<file path="src/mrsm_pkg.sv">
// Types, constants and the CRC step shared by the Modbus RTU master modules.
package mrsm_pkg;

  typedef enum logic [1:0] {
    MODE_WRITE   = 2'd0,
    MODE_READ    = 2'd1,
    MODE_RX      = 2'd2,
    MODE_TIMEOUT = 2'd3
  } mode_t;

  localparam logic [7:0] FUNC_WRITE      = 8'd6;
  localparam logic [7:0] FUNC_READ_HOLD  = 8'd3;
  localparam logic [7:0] FUNC_READ_INPUT = 8'd4;

  localparam int unsigned CFG_IDX_W = 2;
  localparam logic [CFG_IDX_W-1:0] CFG_SLAVE_ADDR   = 2'd0;
  localparam logic [CFG_IDX_W-1:0] CFG_MAX_ATTEMPTS = 2'd1;

  localparam logic [7:0]  RESET_SLAVE_ADDR   = 8'h01;
  localparam logic [3:0]  RESET_MAX_ATTEMPTS = 4'd3;
  localparam logic [15:0] CRC_INIT           = 16'hFFFF;
  localparam logic [15:0] CRC_POLY           = 16'hA001;
  localparam logic [15:0] READ_REG_COUNT     = 16'h0001;
  localparam logic [7:0]  READ_BYTE_COUNT    = 8'h02;

  // Frame byte positions
  localparam logic [2:0] FB_ADDR    = 3'd0;
  localparam logic [2:0] FB_FUNC    = 3'd1;
  localparam logic [2:0] FB_REG_HI  = 3'd2;
  localparam logic [2:0] FB_REG_LO  = 3'd3;
  localparam logic [2:0] FB_VAL_HI  = 3'd4;
  localparam logic [2:0] FB_VAL_LO  = 3'd5;
  localparam logic [2:0] FB_CRC_LO  = 3'd6;
  localparam logic [2:0] FB_CRC_HI  = 3'd7;

  // Reply positions
  localparam logic [2:0] RX_LAST_READ  = 3'd6;
  localparam logic [2:0] RX_LAST_WRITE = 3'd7;
  localparam int unsigned RX_HDR_LEN   = 5;

  localparam int unsigned Q_DEPTH = 2;
  localparam int unsigned Q_PTR_W = $clog2(Q_DEPTH);
  localparam int unsigned Q_CNT_W = Q_PTR_W + 1;

  typedef struct packed {
    logic        fin;
    logic        success;
    logic [15:0] read_value;
    logic [7:0]  addr;
    logic [7:0]  func;
    logic [15:0] reg_num;
    logic [15:0] value;
  } job_t;

  function automatic logic [15:0] crc_byte(input logic [15:0] crc_in,
                                           input logic [7:0] data);
    logic [15:0] c;
    c = crc_in ^ {8'h00, data};
    for (int k = 0; k < 8; k++) begin
      c = c[0] ? ((c >> 1) ^ CRC_POLY) : (c >> 1);
    end
    return c;
  endfunction

endpackage

</file>
<file path="src/mrsm_front.sv">
// Front end: config registers, transaction state, reply checking, job issue.
module mrsm_front (
  input  logic                           clk,
  input  logic                           rst,
  input  logic                           cfg_valid,
  output logic                           cfg_ready,
  input  logic [mrsm_pkg::CFG_IDX_W-1:0] cfg_index,
  input  logic [7:0]                     cfg_data,
  input  logic                           push,
  output logic                           full,
  input  logic [1:0]                     mode,
  input  logic [15:0]                    reg_address,
  input  logic [15:0]                    write_value,
  input  logic [7:0]                     rx_byte,
  output logic                           q_push,
  output mrsm_pkg::job_t                 q_job,
  input  logic                           q_full
);

  logic [7:0]  slave_address;
  logic [3:0]  max_attempts;
  logic        busy, busy_next;
  logic        is_read, is_read_next;
  logic [7:0]  func, func_next;
  logic [3:0]  attempt, attempt_next;
  logic [2:0]  rx_count, rx_count_next;
  logic [15:0] target, target_next;
  logic [15:0] stored, stored_next;
  logic [7:0]  rx_hdr [mrsm_pkg::RX_HDR_LEN];
  logic [7:0]  rx_lo;
  logic [15:0] rx_crc;
  logic [15:0] crc_base;

  logic        accept, send, finish, fail, ok;
  logic [15:0] fin_value;
  logic [3:0]  lim;
  logic [2:0]  last_idx;

  assign cfg_ready = 1'b1;
  assign full      = q_full;
  assign accept    = push && !q_full;
  assign lim       = (max_attempts == 4'd0) ? 4'd1 : max_attempts;
  assign last_idx  = is_read ? mrsm_pkg::RX_LAST_READ : mrsm_pkg::RX_LAST_WRITE;
  assign crc_base  = (rx_count == 3'd0) ? mrsm_pkg::CRC_INIT : rx_crc;

  assign ok = (rx_hdr[0] == slave_address) && (rx_hdr[1] == func) &&
              (!is_read || rx_hdr[2] == mrsm_pkg::READ_BYTE_COUNT) &&
              (rx_lo == rx_crc[7:0]) && (rx_byte == rx_crc[15:8]);

  always_comb begin
    busy_next     = busy;
    is_read_next  = is_read;
    func_next     = func;
    attempt_next  = attempt;
    rx_count_next = rx_count;
    target_next   = target;
    stored_next   = stored;
    send          = 1'b0;
    finish        = 1'b0;
    fail          = 1'b0;
    fin_value     = 16'h0000;
    unique case (mrsm_pkg::mode_t'(mode))
      mrsm_pkg::MODE_WRITE, mrsm_pkg::MODE_READ: begin
        is_read_next = (mrsm_pkg::mode_t'(mode) == mrsm_pkg::MODE_READ);
        func_next    = is_read_next ? mrsm_pkg::FUNC_READ_HOLD : mrsm_pkg::FUNC_WRITE;
        target_next  = reg_address;
        stored_next  = is_read_next ? mrsm_pkg::READ_REG_COUNT : write_value;
        attempt_next = 4'd1;
        send         = 1'b1;
      end
      mrsm_pkg::MODE_TIMEOUT: begin
        fail = busy;
      end
      mrsm_pkg::MODE_RX: begin
        if (busy) begin
          rx_count_next = rx_count + 3'd1;
          if (rx_count == last_idx) begin
            if (ok) begin
              finish    = 1'b1;
              fin_value = is_read ? {rx_hdr[3], rx_hdr[4]} : 16'h0000;
            end else begin
              fail = 1'b1;
            end
          end
        end
      end
    endcase
    if (fail) begin
      if (attempt < lim) begin
        attempt_next = attempt + 4'd1;
        send         = 1'b1;
      end else if (is_read && func == mrsm_pkg::FUNC_READ_HOLD) begin
        func_next    = mrsm_pkg::FUNC_READ_INPUT;
        attempt_next = 4'd1;
        send         = 1'b1;
      end else begin
        finish = 1'b1;
      end
    end
    if (send) begin
      busy_next     = 1'b1;
      rx_count_next = 3'd0;
    end else if (finish) begin
      busy_next     = 1'b0;
      rx_count_next = 3'd0;
    end
  end

  assign q_push             = accept && (send || finish);
  assign q_job.fin          = finish;
  assign q_job.success      = finish && !fail;
  assign q_job.read_value   = fin_value;
  assign q_job.addr         = slave_address;
  assign q_job.func         = func_next;
  assign q_job.reg_num      = target_next;
  assign q_job.value        = stored_next;

  always_ff @(posedge clk) begin
    if (rst) begin
      slave_address <= mrsm_pkg::RESET_SLAVE_ADDR;
      max_attempts  <= mrsm_pkg::RESET_MAX_ATTEMPTS;
    end else if (cfg_valid) begin
      case (cfg_index)
        mrsm_pkg::CFG_SLAVE_ADDR:   slave_address <= cfg_data;
        mrsm_pkg::CFG_MAX_ATTEMPTS: max_attempts  <= cfg_data[3:0];
        default: ;
      endcase
    end
  end

  always_ff @(posedge clk) begin
    if (rst) begin
      busy     <= 1'b0;
      is_read  <= 1'b0;
      func     <= 8'h00;
      attempt  <= 4'd0;
      rx_count <= 3'd0;
      target   <= 16'h0000;
      stored   <= 16'h0000;
    end else if (accept) begin
      busy     <= busy_next;
      is_read  <= is_read_next;
      func     <= func_next;
      attempt  <= attempt_next;
      rx_count <= rx_count_next;
      target   <= target_next;
      stored   <= stored_next;
    end
  end

  // Reply bytes: header kept, CRC run over everything before the CRC field.
  always_ff @(posedge clk) begin
    if (accept && busy && mrsm_pkg::mode_t'(mode) == mrsm_pkg::MODE_RX) begin
      if (rx_count < 3'(mrsm_pkg::RX_HDR_LEN)) begin
        rx_hdr[rx_count] <= rx_byte;
      end
      if (rx_count < last_idx - 3'd1) begin
        rx_crc <= mrsm_pkg::crc_byte(crc_base, rx_byte);
      end
      if (rx_count == last_idx - 3'd1) begin
        rx_lo <= rx_byte;
      end
    end
  end

endmodule

</file>
<file path="src/mrsm_queue.sv">
// Short job queue between the front end and the frame serializer.
module mrsm_queue (
  input  logic           clk,
  input  logic           rst,
  input  logic           push,
  input  mrsm_pkg::job_t push_job,
  output logic           full,
  input  logic           pop,
  output mrsm_pkg::job_t pop_job,
  output logic           empty
);

  mrsm_pkg::job_t                 slots [mrsm_pkg::Q_DEPTH];
  logic [mrsm_pkg::Q_PTR_W-1:0]   wr_ptr, rd_ptr;
  logic [mrsm_pkg::Q_CNT_W-1:0]   count;

  assign full    = (count == mrsm_pkg::Q_CNT_W'(mrsm_pkg::Q_DEPTH));
  assign empty   = (count == '0);
  assign pop_job = slots[rd_ptr];

  always_ff @(posedge clk) begin
    if (push) begin
      slots[wr_ptr] <= push_job;
    end
  end

  always_ff @(posedge clk) begin
    if (rst) begin
      wr_ptr <= '0;
      rd_ptr <= '0;
      count  <= '0;
    end else begin
      if (push) begin
        wr_ptr <= wr_ptr + mrsm_pkg::Q_PTR_W'(1);
      end
      if (pop) begin
        rd_ptr <= rd_ptr + mrsm_pkg::Q_PTR_W'(1);
      end
      if (push && !pop) begin
        count <= count + mrsm_pkg::Q_CNT_W'(1);
      end else if (pop && !push) begin
        count <= count - mrsm_pkg::Q_CNT_W'(1);
      end
    end
  end

endmodule

</file>
<file path="src/mrsm_back.sv">
// Back end: serializes request frames with CRC and finish results into the output register.
module mrsm_back (
  input  logic           clk,
  input  logic           rst,
  input  logic           q_empty,
  input  mrsm_pkg::job_t q_job,
  output logic           q_pop,
  output logic           empty,
  input  logic           pop,
  output logic           kind,
  output logic [7:0]     tx_byte,
  output logic           last,
  output logic           success,
  output logic [15:0]    read_value,
  output logic           comm_fault
);

  mrsm_pkg::job_t job;
  logic           active;
  logic [2:0]     idx;
  logic [15:0]    crc;
  logic           out_valid;
  logic           emit, emit_last;
  logic [7:0]     frame_byte;

  always_comb begin
    unique case (idx)
      mrsm_pkg::FB_ADDR:   frame_byte = job.addr;
      mrsm_pkg::FB_FUNC:   frame_byte = job.func;
      mrsm_pkg::FB_REG_HI: frame_byte = job.reg_num[15:8];
      mrsm_pkg::FB_REG_LO: frame_byte = job.reg_num[7:0];
      mrsm_pkg::FB_VAL_HI: frame_byte = job.value[15:8];
      mrsm_pkg::FB_VAL_LO: frame_byte = job.value[7:0];
      mrsm_pkg::FB_CRC_LO: frame_byte = crc[7:0];
      mrsm_pkg::FB_CRC_HI: frame_byte = crc[15:8];
    endcase
  end

  assign emit      = active && (!out_valid || pop);
  assign emit_last = job.fin || (idx == mrsm_pkg::FB_CRC_HI);
  assign q_pop     = !q_empty && (!active || (emit && emit_last));
  assign empty     = !out_valid;

  always_ff @(posedge clk) begin
    if (rst) begin
      active <= 1'b0;
      idx    <= 3'd0;
    end else if (q_pop) begin
      active <= 1'b1;
      idx    <= 3'd0;
    end else if (emit) begin
      if (emit_last) begin
        active <= 1'b0;
      end
      idx <= idx + 3'd1;
    end
  end

  always_ff @(posedge clk) begin
    if (q_pop) begin
      job <= q_job;
      crc <= mrsm_pkg::CRC_INIT;
    end else if (emit && idx < mrsm_pkg::FB_CRC_LO) begin
      crc <= mrsm_pkg::crc_byte(crc, frame_byte);
    end
  end

  always_ff @(posedge clk) begin
    if (rst) begin
      out_valid <= 1'b0;
    end else if (emit) begin
      out_valid <= 1'b1;
    end else if (pop) begin
      out_valid <= 1'b0;
    end
  end

  always_ff @(posedge clk) begin
    if (emit) begin
      kind       <= job.fin;
      tx_byte    <= job.fin ? 8'h00 : frame_byte;
      last       <= emit_last;
      success    <= job.fin && job.success;
      read_value <= job.fin ? job.read_value : 16'h0000;
      comm_fault <= job.fin && !job.success;
    end
  end

endmodule

</file>
<file path="src/modbus_rtu_single_register_master.sv">
// An accepted start goes to the job queue, then the serializer's job register; its first
// frame byte is then registered on the result side. Throughput: one result per cycle
// from the serializer while pop drains the output; a reply byte or timeout is accepted
// every cycle while the 2-entry job queue has room. The front end checks received bytes
// one per cycle, when accepted, against a running CRC. Reset (synchronous, active high)
// clears queue, output and transaction state, and sets slave_address 1, max_attempts 3.
module modbus_rtu_single_register_master (
  input  logic                           clk,
  input  logic                           rst,
  input  logic                           cfg_valid,
  output logic                           cfg_ready,
  input  logic [mrsm_pkg::CFG_IDX_W-1:0] cfg_index,
  input  logic [7:0]                     cfg_data,
  input  logic                           push,
  output logic                           full,
  input  logic [1:0]                     mode,
  input  logic [15:0]                    reg_address,
  input  logic [15:0]                    write_value,
  input  logic [7:0]                     rx_byte,
  output logic                           empty,
  input  logic                           pop,
  output logic                           kind,
  output logic [7:0]                     tx_byte,
  output logic                           last,
  output logic                           success,
  output logic [15:0]                    read_value,
  output logic                           comm_fault
);

  logic           q_push, q_full, q_pop, q_empty;
  mrsm_pkg::job_t q_in, q_out;

  mrsm_front u_front (
    .clk         (clk),
    .rst         (rst),
    .cfg_valid   (cfg_valid),
    .cfg_ready   (cfg_ready),
    .cfg_index   (cfg_index),
    .cfg_data    (cfg_data),
    .push        (push),
    .full        (full),
    .mode        (mode),
    .reg_address (reg_address),
    .write_value (write_value),
    .rx_byte     (rx_byte),
    .q_push      (q_push),
    .q_job       (q_in),
    .q_full      (q_full)
  );

  mrsm_queue u_queue (
    .clk      (clk),
    .rst      (rst),
    .push     (q_push),
    .push_job (q_in),
    .full     (q_full),
    .pop      (q_pop),
    .pop_job  (q_out),
    .empty    (q_empty)
  );

  mrsm_back u_back (
    .clk        (clk),
    .rst        (rst),
    .q_empty    (q_empty),
    .q_job      (q_out),
    .q_pop      (q_pop),
    .empty      (empty),
    .pop        (pop),
    .kind       (kind),
    .tx_byte    (tx_byte),
    .last       (last),
    .success    (success),
    .read_value (read_value),
    .comm_fault (comm_fault)
  );

endmodule

</file>
<file path="config.mk">
export PLATFORM = sky130hd
export DESIGN_NAME = modbus_rtu_single_register_master
export DESIGN_NICKNAME = d
export VERILOG_FILES = /design/src/mrsm_pkg.sv /design/src/mrsm_front.sv /design/src/mrsm_queue.sv /design/src/mrsm_back.sv /design/src/modbus_rtu_single_register_master.sv
export SDC_FILE = /design/constraint.sdc
export NUM_CORES = 1
export LEC_CHECK = 0
export BUFFER_PORTS_ARGS = -buffer_cell sky130_fd_sc_hd__buf_4
export CAP_MARGIN = 15
export CORE_MARGIN = 1
export CORE_UTILIZATION = 60
export CTS_CLUSTER_DIAMETER = 80
export DETAILED_ROUTE_END_ITERATION = 8
export PLACE_DENSITY = 0.82
export SYNTH_ARGS = -nofsm -noshare
export SYNTH_HDL_FRONTEND = slang
export SYNTH_SLANG_ARGS = --single-unit
</file>
<file path="constraint.sdc">
create_clock -name clk -period 13.75 [get_ports clk]
set_input_delay 1.375 -clock clk [delete_from_list [all_inputs] [get_ports clk]]
set_output_delay 1.375 -clock clk [all_outputs]
set_load 0.01 [all_outputs]
</file>
; Yosys cells after proc, flatten, opt, wreduce, memory -nomap -nowiden
; Memories as Yosys holds them, arrays and structs flattened. A register that Yosys moved wholly into a read port is not among the register bits.
; Cells that the tools add are included.
[totals]
mem_bits_rw = 172
output_inout_bits = 31
input_bits = 57
n_memories = 2
wordCells = 202
register_bits = 138
[mem_list]
columns = name, words, width, rd, rd_ports_with_merged_regs, write_ports, line_no
row1 = u_queue.slots, 2, 66, 1, 1, 1, mrsm_queue.sv:13  ; mrsm_pkg::job_t slots [mrsm_pkg::Q_DEPTH];
row2 = u_front.rx_hdr, 5, 8, 5, 0, 1, mrsm_front.sv:29  ; logic [7:0] rx_hdr [mrsm_pkg::RX_HDR_LEN];
[op_classes]
n_lt_le_gt_ge = 4
add_sub_neg = 8
n_bitwise = 18
n_eq_ne = 20
n_reduce_logical = 55
n_mux = 70
[ops]
columns = op, n
row1 = $mux 16, 24
row2 = $pmux 8 s8, 1
row3 = $not 2->3, 16
row4 = $eq 8x8->1, 4
row5 = $mux 8, 4
row6 = $xor 16x8->16, 2
row7 = $mux 1, 27
row8 = $mux 4, 5
row9 = $logic_and 1x1->1, 18
row10 = $eq 8x2->1 const B, 2
row11 = $mux 3, 5
row12 = $mux 14, 1
row13 = $reduce_and 2->1, 7
row14 = $eq 3x3->1 const B, 4
row15 = $reduce_bool 2->1, 5
row16 = $logic_not 1->1, 9
row17 = $add 3x1->3 const B, 2
row18 = $eq 2x2->1 const B, 3
row19 = $eq 3x2->1 const B, 2
row20 = $eq 3x3->1, 2
row21 = $logic_not 2->1, 3
row22 = $logic_not 3->1, 2
row23 = $lt 3x3->1 const B, 2
row24 = $reduce_bool 3->1, 2
row25 = 15 further kinds, 23

; Depth between registers and ports, before layout
; Gate-level depths: netlist of run 1.
[logic_depth]
depth_word = 19
mapped_depth = 16
ltp_nobuf = 11

; By module
; Synthesis of run 1 repeated with hierarchy kept, for this count alone.
[unflattened]
cells_unflattened = 1115
area_unflattened_um2 = 15531.1
[modules_own_cells]
columns = mod, area_each_um2, cells_per_inst, seq_area_each_um2, n_inst
row1 = mrsm_front, 5998.3, 582, 3143.0, 1
row2 = mrsm_queue, 4977.3, 227, 4063.9, 1
row3 = mrsm_back, 4555.6, 306, 3243.1, 1

; Least setup slack after synthesis of run 1
; No wires, ideal clock.
[synth_timing]
path_type = input to register
startpoint = input mode[1]
endpoint = memory u_queue.slots[0][0] (netlist name) (enable)
required_time_ns = 13.260
cell_stages = 5
t_arrival_ns = 4.742
path_buffers = 2
path_slack_ns = 8.518
setup_time_ns = 0.490
cell_sequence = buf_1 clkbuf_1 nand2_1 nand2_1 nor2_1
[synth_via]
elab_chain_cells = 10
elab_cells_between_ends = 18
cone_classes = eq/ne (3) / mux (11) / reduce/logical (4)
[synth_lines]
columns = item, line_no
row1 = "start, declared", modbus_rtu_single_register_master.sv:16  ; input logic [1:0] mode,
row2 = $eq 2x1->1 / $logic_not 2->1 (equally long branches), mrsm_front.sv:62  ; unique case (mrsm_pkg::mode_t'(mode))
row3 = $reduce_or 2->1, mrsm_front.sv:62
row4 = $mux 1, mrsm_front.sv:62
row5 = $mux 1, mrsm_front.sv:92  ; end else if (is_read && func == mrsm_pkg::FUNC_READ_HOLD) begin
row6 = $mux 1, mrsm_front.sv:89  ; if (attempt < lim) begin
row7 = $mux 1, mrsm_front.sv:88  ; if (fail) begin
row8 = $logic_or 1x1->1 *, mrsm_front.sv:109  ; assign q_push = accept && (send || finish);
row9 = $logic_and 1x1->1 *, mrsm_front.sv:109
row10 = $mux 1 *, mrsm_queue.sv:22  ; if (push) begin
row11 = $mux 1 (implied by the code) *, mrsm_queue.sv:23  ; slots[wr_ptr] <= push_job;
row12 = "end, declared", mrsm_queue.sv:13
; Every way passes the cells marked *; elsewhere a longest branch is shown, timed or not.

; Worst setup path after layout of run 1
[layout_timing]
startpoint = register u_back.idx[2]
endpoint = register u_back.crc[0]
[layout_via]
elab_chain_cells = 12
elab_cells_between_ends = 31
cone_classes = order compare (1) / eq/ne (7) / mux (9) / bitwise (8) / reduce/logical (6)
[layout_lines]
columns = item, line_no
row1 = "start, declared", mrsm_back.sv:20  ; logic [2:0] idx;
row2 = "start signal, assigned", mrsm_back.sv:55  ; idx <= idx + 3'd1;
row3 = $eq 3x3->1 (tied with other cells), "mrsm_back.sv:27, mrsm_back.sv:40"
row4 = $pmux 8 s8, mrsm_back.sv:27  ; unique case (idx)
row5 = $xor 16x8->16, mrsm_pkg.sv:58  ; c = crc_in ^ {8'h00, data};
row6 = $mux 16 / $not 2->3 (equally long branches) (6 in series), -
row7 = $not 2->3 (no source line) / $mux 16 (equally long branches), -
row8 = $mux 16 (2 in series), mrsm_pkg.sv:60  ; c = c[0] ? ((c >> 1) ^ CRC_POLY) : (c >> 1);
row9 = "end signal, assigned", mrsm_back.sv:62  ; crc <= mrsm_pkg::CRC_INIT;
row10 = "end signal, assigned", mrsm_back.sv:64  ; crc <= mrsm_pkg::crc_byte(crc, frame_byte);
row11 = "end, declared", mrsm_back.sv:21  ; logic [15:0] crc;
; Parallel ways exist; a longest one is shown, timed or not.
; A chain may end at the register's enable or synchronous reset.

==> results of run 1 <==
==> cell type report <==
class                           count  area [um2]  share of cell area
Sequential cell                   376       10400               0.601
Multi-Input combinational cell    623        4380               0.252
Clock buffer                       56        1100              0.0635
Timing Repair Buffer              101         758              0.0437
Tap cell                          324         405              0.0234
Clock inverter                     13         195              0.0112
Inverter                           22        82.6             0.00476
==> cell families (layout without fill, tap and decap cells) <==
logic type	count (synthesis)	count (layout)
AOI/OAI and AO/OA	144	144
xor gates and xnor gates	93	93
adders and majority gates	15	15
buffers and inverters	73	192
DFF	376	376
muxes	98	98
other	1	1
and+or+nand+nor	272	272
==> flip-flops by register name, indices dropped and copies added, names as in the netlist, 2 cells and up <==
register               flops
u_back.read_value         16
u_front.slave_address      8
u_queue.slots            132
u_back.crc                16
u_front.rx_crc            16
u_queue.count              2
u_back.tx_byte             8
u_front.max_attempts       4
u_front.func               8
u_back.job                66
u_front.attempt            4
u_front.stored            16
u_front.rx_count           3
u_back.idx                 3
u_front.rx_hdr            40
u_front.rx_lo              8
u_front.target            16
==> worst reg2reg max path, delay by kind of cell (launching register included) <==
family / cells / cell delay (ns)
compound gates: 2 / 0.43
flops: 1 / 0.85
fa+ha+maj: 1 / 0.35
xor+xnor: 5 / 1.27
simple gates: 2 / 1.09
buf+inv: 1 / 0.14
==> metrics by stage <==
step / hold slack [ns] / utilization / std cells
final: 0.450 / 0.709 / 1515
after global placement: 0.438 / 0.656 / 1445
after global routing: 0.470 / 0.709 / 1515
after CTS: 0.451 / 0.709 / 1514
after floorplan: 0.433 / - / 1072
after detailed placement: 0.443 / 0.656 / 1445
==> layer usage <==
metal | track usage | part of all wire | vias to the layer above
met5 | 0 | 0 | -
met4 | 0.0675 | 0.020 | 0
met3 | 0.0387 | 0.063 | 55
met1 | 0.320 | 0.44 | 4260
li1 | - | - | 4098
met2 | 0.370 | 0.48 | 289
==> power breakdown <==
group	total [mW]	internal, mW	switching, mW
registers	1.57	1.47	0.0984
logic	0.798	0.364	0.434
clock network	1.05	0.651	0.403
==> Yosys cell counts (11+ instances only) <==
cell type	n
a21oi_1	52
a22o_1	11
and2_1	30
and3_1	17
clkbuf_1	37
dfxtp_1	86
edfxtp_1	290
ha_1	15
inv_1	21
mux2_2	86
mux2i_1	12
nand2_1	101
nand3_1	13
nor2_1	45
nor2b_1	11
nor3_1	16
nor4_1	16
o21ai_0	21
xnor2_1	47
xor2_1	44
==> path summary, 6_finish.rpt <==
check	from	endpoint	slack, ns	cells after the start
worst max register to register	u_back.idx[2]$_SDFFE_PP0P_	u_back.crc[0]$_SDFFE_PP1P_	9.56	11
worst min-delay path	u_front.target[4]$_SDFFE_PP0P_	u_front.target[4]$_SDFFE_PP0P_	0.45	2
worst max-delay path	u_back.idx[2]$_SDFFE_PP0P_	u_back.crc[0]$_SDFFE_PP1P_	9.56	11
worst min register to register	u_front.target[4]$_SDFFE_PP0P_	u_front.target[4]$_SDFFE_PP0P_	0.45	2
==> qor.csv, run 1 <==
stage,metric,value,unit
critical_path,cp_slowest_cell,dfxtp_1,
logic_synthesis,synth_top_area_frac,0.578,
sta,rsz0062_at_grt,false,
clocking,cts_resized,0,
final_layout,fillers,1568,
power,max-vdd-ir-drop,0.000145,V
sta,finalMaxSlewViolations,0,
logic_synthesis,synth_edf_count,290,
logic_synthesis,netlist-cell-type-count,51,
min_path,hold_path.class,reg -> reg,
clocking,clk_latency,0.52,ns
clocking,cts_hold_buf,0,
logic_synthesis,yosys_most_used_dff,edfxtp_1,
critical_path,setup.worst_path.start_class,flop,
global_route,overflow,0,
logic_synthesis,synth_compound_area_frac,0.0612,
routing,wl,28700,um
final_layout,layout_commonest_cell,edfxtp_1,
routing,num_vias,8702,
floorplanning,die_area,25800,um2
job,drv_cap,0,
floorplanning,start_util,0.616,
routing,firstDrtPassIters,6,
sta,setup_slack,9.56,ns
logic_synthesis,async_flop_share,0,
final_layout,layout-drive-gt1-share,0.215,
placed_design,port_buffers,86,
sta,worst_pin_slew,1.11,ns
routing,drc,0,
outcome,outcome,completed,
logic_synthesis,synth-xor-area-share,0.0555,
power,powerDensity,197,nW/um2
routing,drt-initial-drc-count,775,
global_route,grt_antenna_before_repair,0,
placed_design,placedInstanceArea,16000,um2
logic_synthesis,synth_fa_ha_area_frac,0.0124,
logic_synthesis,synth.largest_area_cell,edfxtp_1,
sta,finalCritPeriodShare,0.304,
sta,fmax,239,MHz
logic_synthesis,yosys_warnings,0,
routing,ant_nets,0,
critical_path,critPathMaxStageDelay,0.85,ns
clocking,clockRootBuffer,clkbuf_16,
logic_synthesis,synth_mux_area_frac,0.0722,
clocking,clock_path_buffers,3,
critical_path,critPathCaptureType,flop,
global_route,grt_pass1_vias,8530,
final_layout,areaGrowthSynthToFinish,15.1,%
critical_path,cp_num_buf_inv,1,
critical_path,crit_path_frequent_cell,xnor2_1,
global_route,grt_pass1_wl,45900,um
clocking,cts_tree,yes,
logic_synthesis,synth.area.top_cells,"edfxtp_1 58%, dfxtp_1 11%, mux2_2 6.4%, xnor2_1 2.7%, xor2_1 2.6%",
final_layout,nNetsFinal,1234,
sta,setup-tns-final,0,ns
logic_synthesis,synth_area,15100,um2
logic_synthesis,syn-mean-instance-area,14.1,um2
sta,fin_crit,4.19,ns
placed_design,gp_congestion,0.926,
logic_synthesis,ys_ff_latch,376,
placed_design,dpl.hpwl,18400,um
global_route,grt_max_degree,67,
logic_synthesis,synthCells,1072,
sta,finalSetupViolCount,0,
final_layout,fin_area,17400,um2
logic_synthesis,syn_nets,1144,
critical_path,worstPathRequired,14.18,ns
floorplanning,die_h,161,um
placed_design,dp_slack,9.63,ns
logic_synthesis,synth_seq_area_share,0.692,
clocking,clock-sinks,376,
sta,max_slew_margin,0.259,
power,total_power,3.42,mW
floorplanning,rows,57,
critical_path,crit_type,reg -> reg,
clocking,cts_setup_buffers,0,
critical_path,path_max_fanout,23,
logic_synthesis,synth-simple-area-share,0.0870,
critical_path,crit_arrival,4.62,ns
final_layout,diodes,0,
clocking,htree_num_levels,2,
clocking,clk_pin_slew,0.06,ns
floorplanning,ios,88,
global_route,grt_use_total,0.229,
floorplanning,die_w,161,um
final_layout,final_cell_mix,"290 x edfxtp_1, 101 x nand2_1, 101 x buf_4",
sta,fin_skew,0.0192,ns
critical_path,path_cells,"inv_1, ha_1, or4_1, or2_0, a31oi_1, xnor2_1, xnor2_1, xnor2_1, xor3_1, xor2_1, o21ai_1",
critical_path,cpLargestDelayFamily,XOR/XNOR gates,
floorplanning,core-area,24500,um2
sta,finalHoldViolCount,0,
power,leakage,6.26,nW
routing,wire_per_inst,19.0,um
logic_synthesis,synth_top_family_by_area,simple AND/OR/NAND/NOR gates,
clocking,cts_buffers,38,
routing,via_per_inst,5.74,
No activity file was read; power rests on OpenSTA's default activity.
==> run 2, diff against run 1 <==
==> constraint.sdc (replaced) <==
create_clock -name clk -period 3.9 [get_ports clk]
set_input_delay 0.39 -clock clk [delete_from_list [all_inputs] [get_ports clk]]
set_output_delay 0.39 -clock clk [all_outputs]
set_load 0.01 [all_outputs]
==> qor.csv, run 2 (synthesis gave the netlist of run 1 again) <==
stage,metric,value,unit
outcome,outcome,completed,
floorplanning,core-area,24500,um2
final_layout,multi_input_area,4380,um2
sta,fmax,274,MHz
final_layout,final_cell_mix,"290 x edfxtp_1, 111 x buf_4, 101 x nand2_1",
global_route,grt_pass1_vias,8695,
power,powerDensity,700,nW/um2
global_route,grt_max_degree,67,
power,max-vdd-ir-drop,0.000497,V
clocking,clk_latency,0.52,ns
critical_path,worstPathRequired,4.27,ns
sta,finalCritPeriodShare,0.937,
routing,wire_per_inst,19.5,um
power,total_power,12.2,mW
min_path,hold_path.class,in -> reg,
final_layout,top_register,u_queue.slots,
critical_path,reg2reg_depth,11,
critical_path,critPathCaptureType,flop,
floorplanning,die_area,25800,um2
floorplanning,rows,57,
routing,ant_nets,0,
sta,finalMaxSlewViolations,0,
floorplanning,ios,88,
sta,fin_crit,3.66,ns
global_route,grt_antenna_before_repair,0,
clocking,cts_tree,yes,
final_layout,areaGrowthSynthToFinish,16.0,%
job,drv_cap,0,
placed_design,port_buffers,86,
final_layout,layout-drive-gt1-share,0.224,
floorplanning,die_h,161,um
clocking,cts_hold_buf,0,
clocking,clock-sinks,376,
global_route,grt_pass1_wl,47200,um
clocking,clockRootBuffer,clkbuf_16,
routing,firstDrtPassIters,6,
final_layout,diodes,0,
clocking,clk_pin_slew,0.06,ns
sta,rsz0062_at_grt,false,
floorplanning,die_w,161,um
sta,setup-tns-final,0,ns
routing,via_per_inst,5.76,
sta,finalSetupViolCount,0,
sta,finalHoldViolCount,0,
final_layout,nNetsFinal,1246,
final_layout,fin_area,17500,um2
final_layout,layout_commonest_cell,edfxtp_1,
power,clockPowerShare,0.312,
final_layout,largest_reg_flops,132,
routing,drc,0,
final_layout,regArea,10400,um2
power,leakage,6.34,nW
global_route,grt_use_total,0.238,
critical_path,path_max_fanout,10,
placed_design,dpl.hpwl,19000,um
routing,drt-initial-drc-count,680,
global_route,overflow,0,
min_path,hold_depth,2,
power,power_switching,3.36,mW
final_layout,fillers,1603,
clocking,cts_setup_buffers,0,
final_layout,final_util,0.715,
power,seq_power_share,0.454,
clocking,clock_path_buffers,3,
critical_path,setup.worst_path.start_class,flop,
placed_design,placedInstanceArea,16200,um2
sta,fin_skew,0.0172,ns
floorplanning,start_util,0.616,
clocking,cts_resized,0,
final_layout,largestRegisters,"u_queue.slots (132), u_back.job (66), u_front.rx_hdr (40)",
power,pwr-share-comb,0.233,
clocking,htree_num_levels,2,
routing,wl,29800,um
sta,worst_pin_slew,1.02,ns
routing,num_vias,8803,
placed_design,gp_congestion,0.884,
critical_path,crit_arrival,4.02,ns
sta,max_slew_margin,0.319,
clocking,cts_buffers,38,
power,internal_power,8.87,mW
power,switching_share,0.275,
critical_path,crit_type,reg -> reg,
[run 2: area by class of cell]
type,instances,share of cell area
tap,324,0.0232
timing repair buffer,113,0.0499
sequential,376,0.596
clock inverter,13,0.0125
inverter,22,0.00472
clock buffer,56,0.0629
multi-input combinational,623,0.250
[run 2: power by group through the flow]
| stage | sequential [mW] | combinational, mW | clock (mW) |
|---|---|---|---|
| global placement | 5.62 | 2.78 | 0 |
| detailed placement | 5.63 | 2.84 | 0 |
| global route | 5.62 | 3.11 | 4.00 |
| finish | 5.56 | 2.85 | 3.82 |
| floorplan | 5.51 | 2.11 | 0 |
| CTS | 5.56 | 2.87 | 3.86 |
[run 2: final timing paths]
kind / endpoint / slack, ns / start
max: u_back.crc[0]$_SDFFE_PP1P_ / 0.24 / u_back.idx[1]$_SDFFE_PP0P_
min reg2reg: u_front.target[2]$_SDFFE_PP0P_ / 0.45 / u_front.target[2]$_SDFFE_PP0P_
max reg2reg: u_back.crc[0]$_SDFFE_PP1P_ / 0.24 / u_back.idx[1]$_SDFFE_PP0P_
min: u_front.slave_address[0]$_SDFFE_PP1P_ / 0.09 / cfg_data[0]
[run 2: critical path, stage by stage (launching register included)]
cell and delay [ns]:
dfxtp_1 0.35, ha_1 0.21, ha_1 0.30, or4_1 0.56, or2_0 0.39, a31oi_1 0.35, xnor2_1 0.25, xnor2_2 0.14
xnor2_1 0.25, xor3_1 0.49, xor2_1 0.15, o21ai_1 0.07
[run 2: layer usage]
layer,track usage,up-vias,part of all wire
met3,0.0343,44,0.056
li1,-,4125,-
met1,0.334,4365,0.44
met5,0,-,0
met4,0.0641,0,0.018
met2,0.390,269,0.48
[run 2: stage by stage]
| stage | worst slack (ns) | hold slack (ns) | instances |
|---|---|---|---|
| 6_report | 0.244 | 0.0856 | 1527 |
| 3_5_place_dp | 0.244 | 0.447 | 1457 |
| 4_1_cts | 0.232 | 0.0729 | 1526 |
| 5_1_grt | 0.0394 | 0.0832 | 1527 |
| 3_3_place_gp | 0.344 | 0.438 | 1457 |
| 2_1_floorplan | 0.00972 | 0.433 | 1072 |
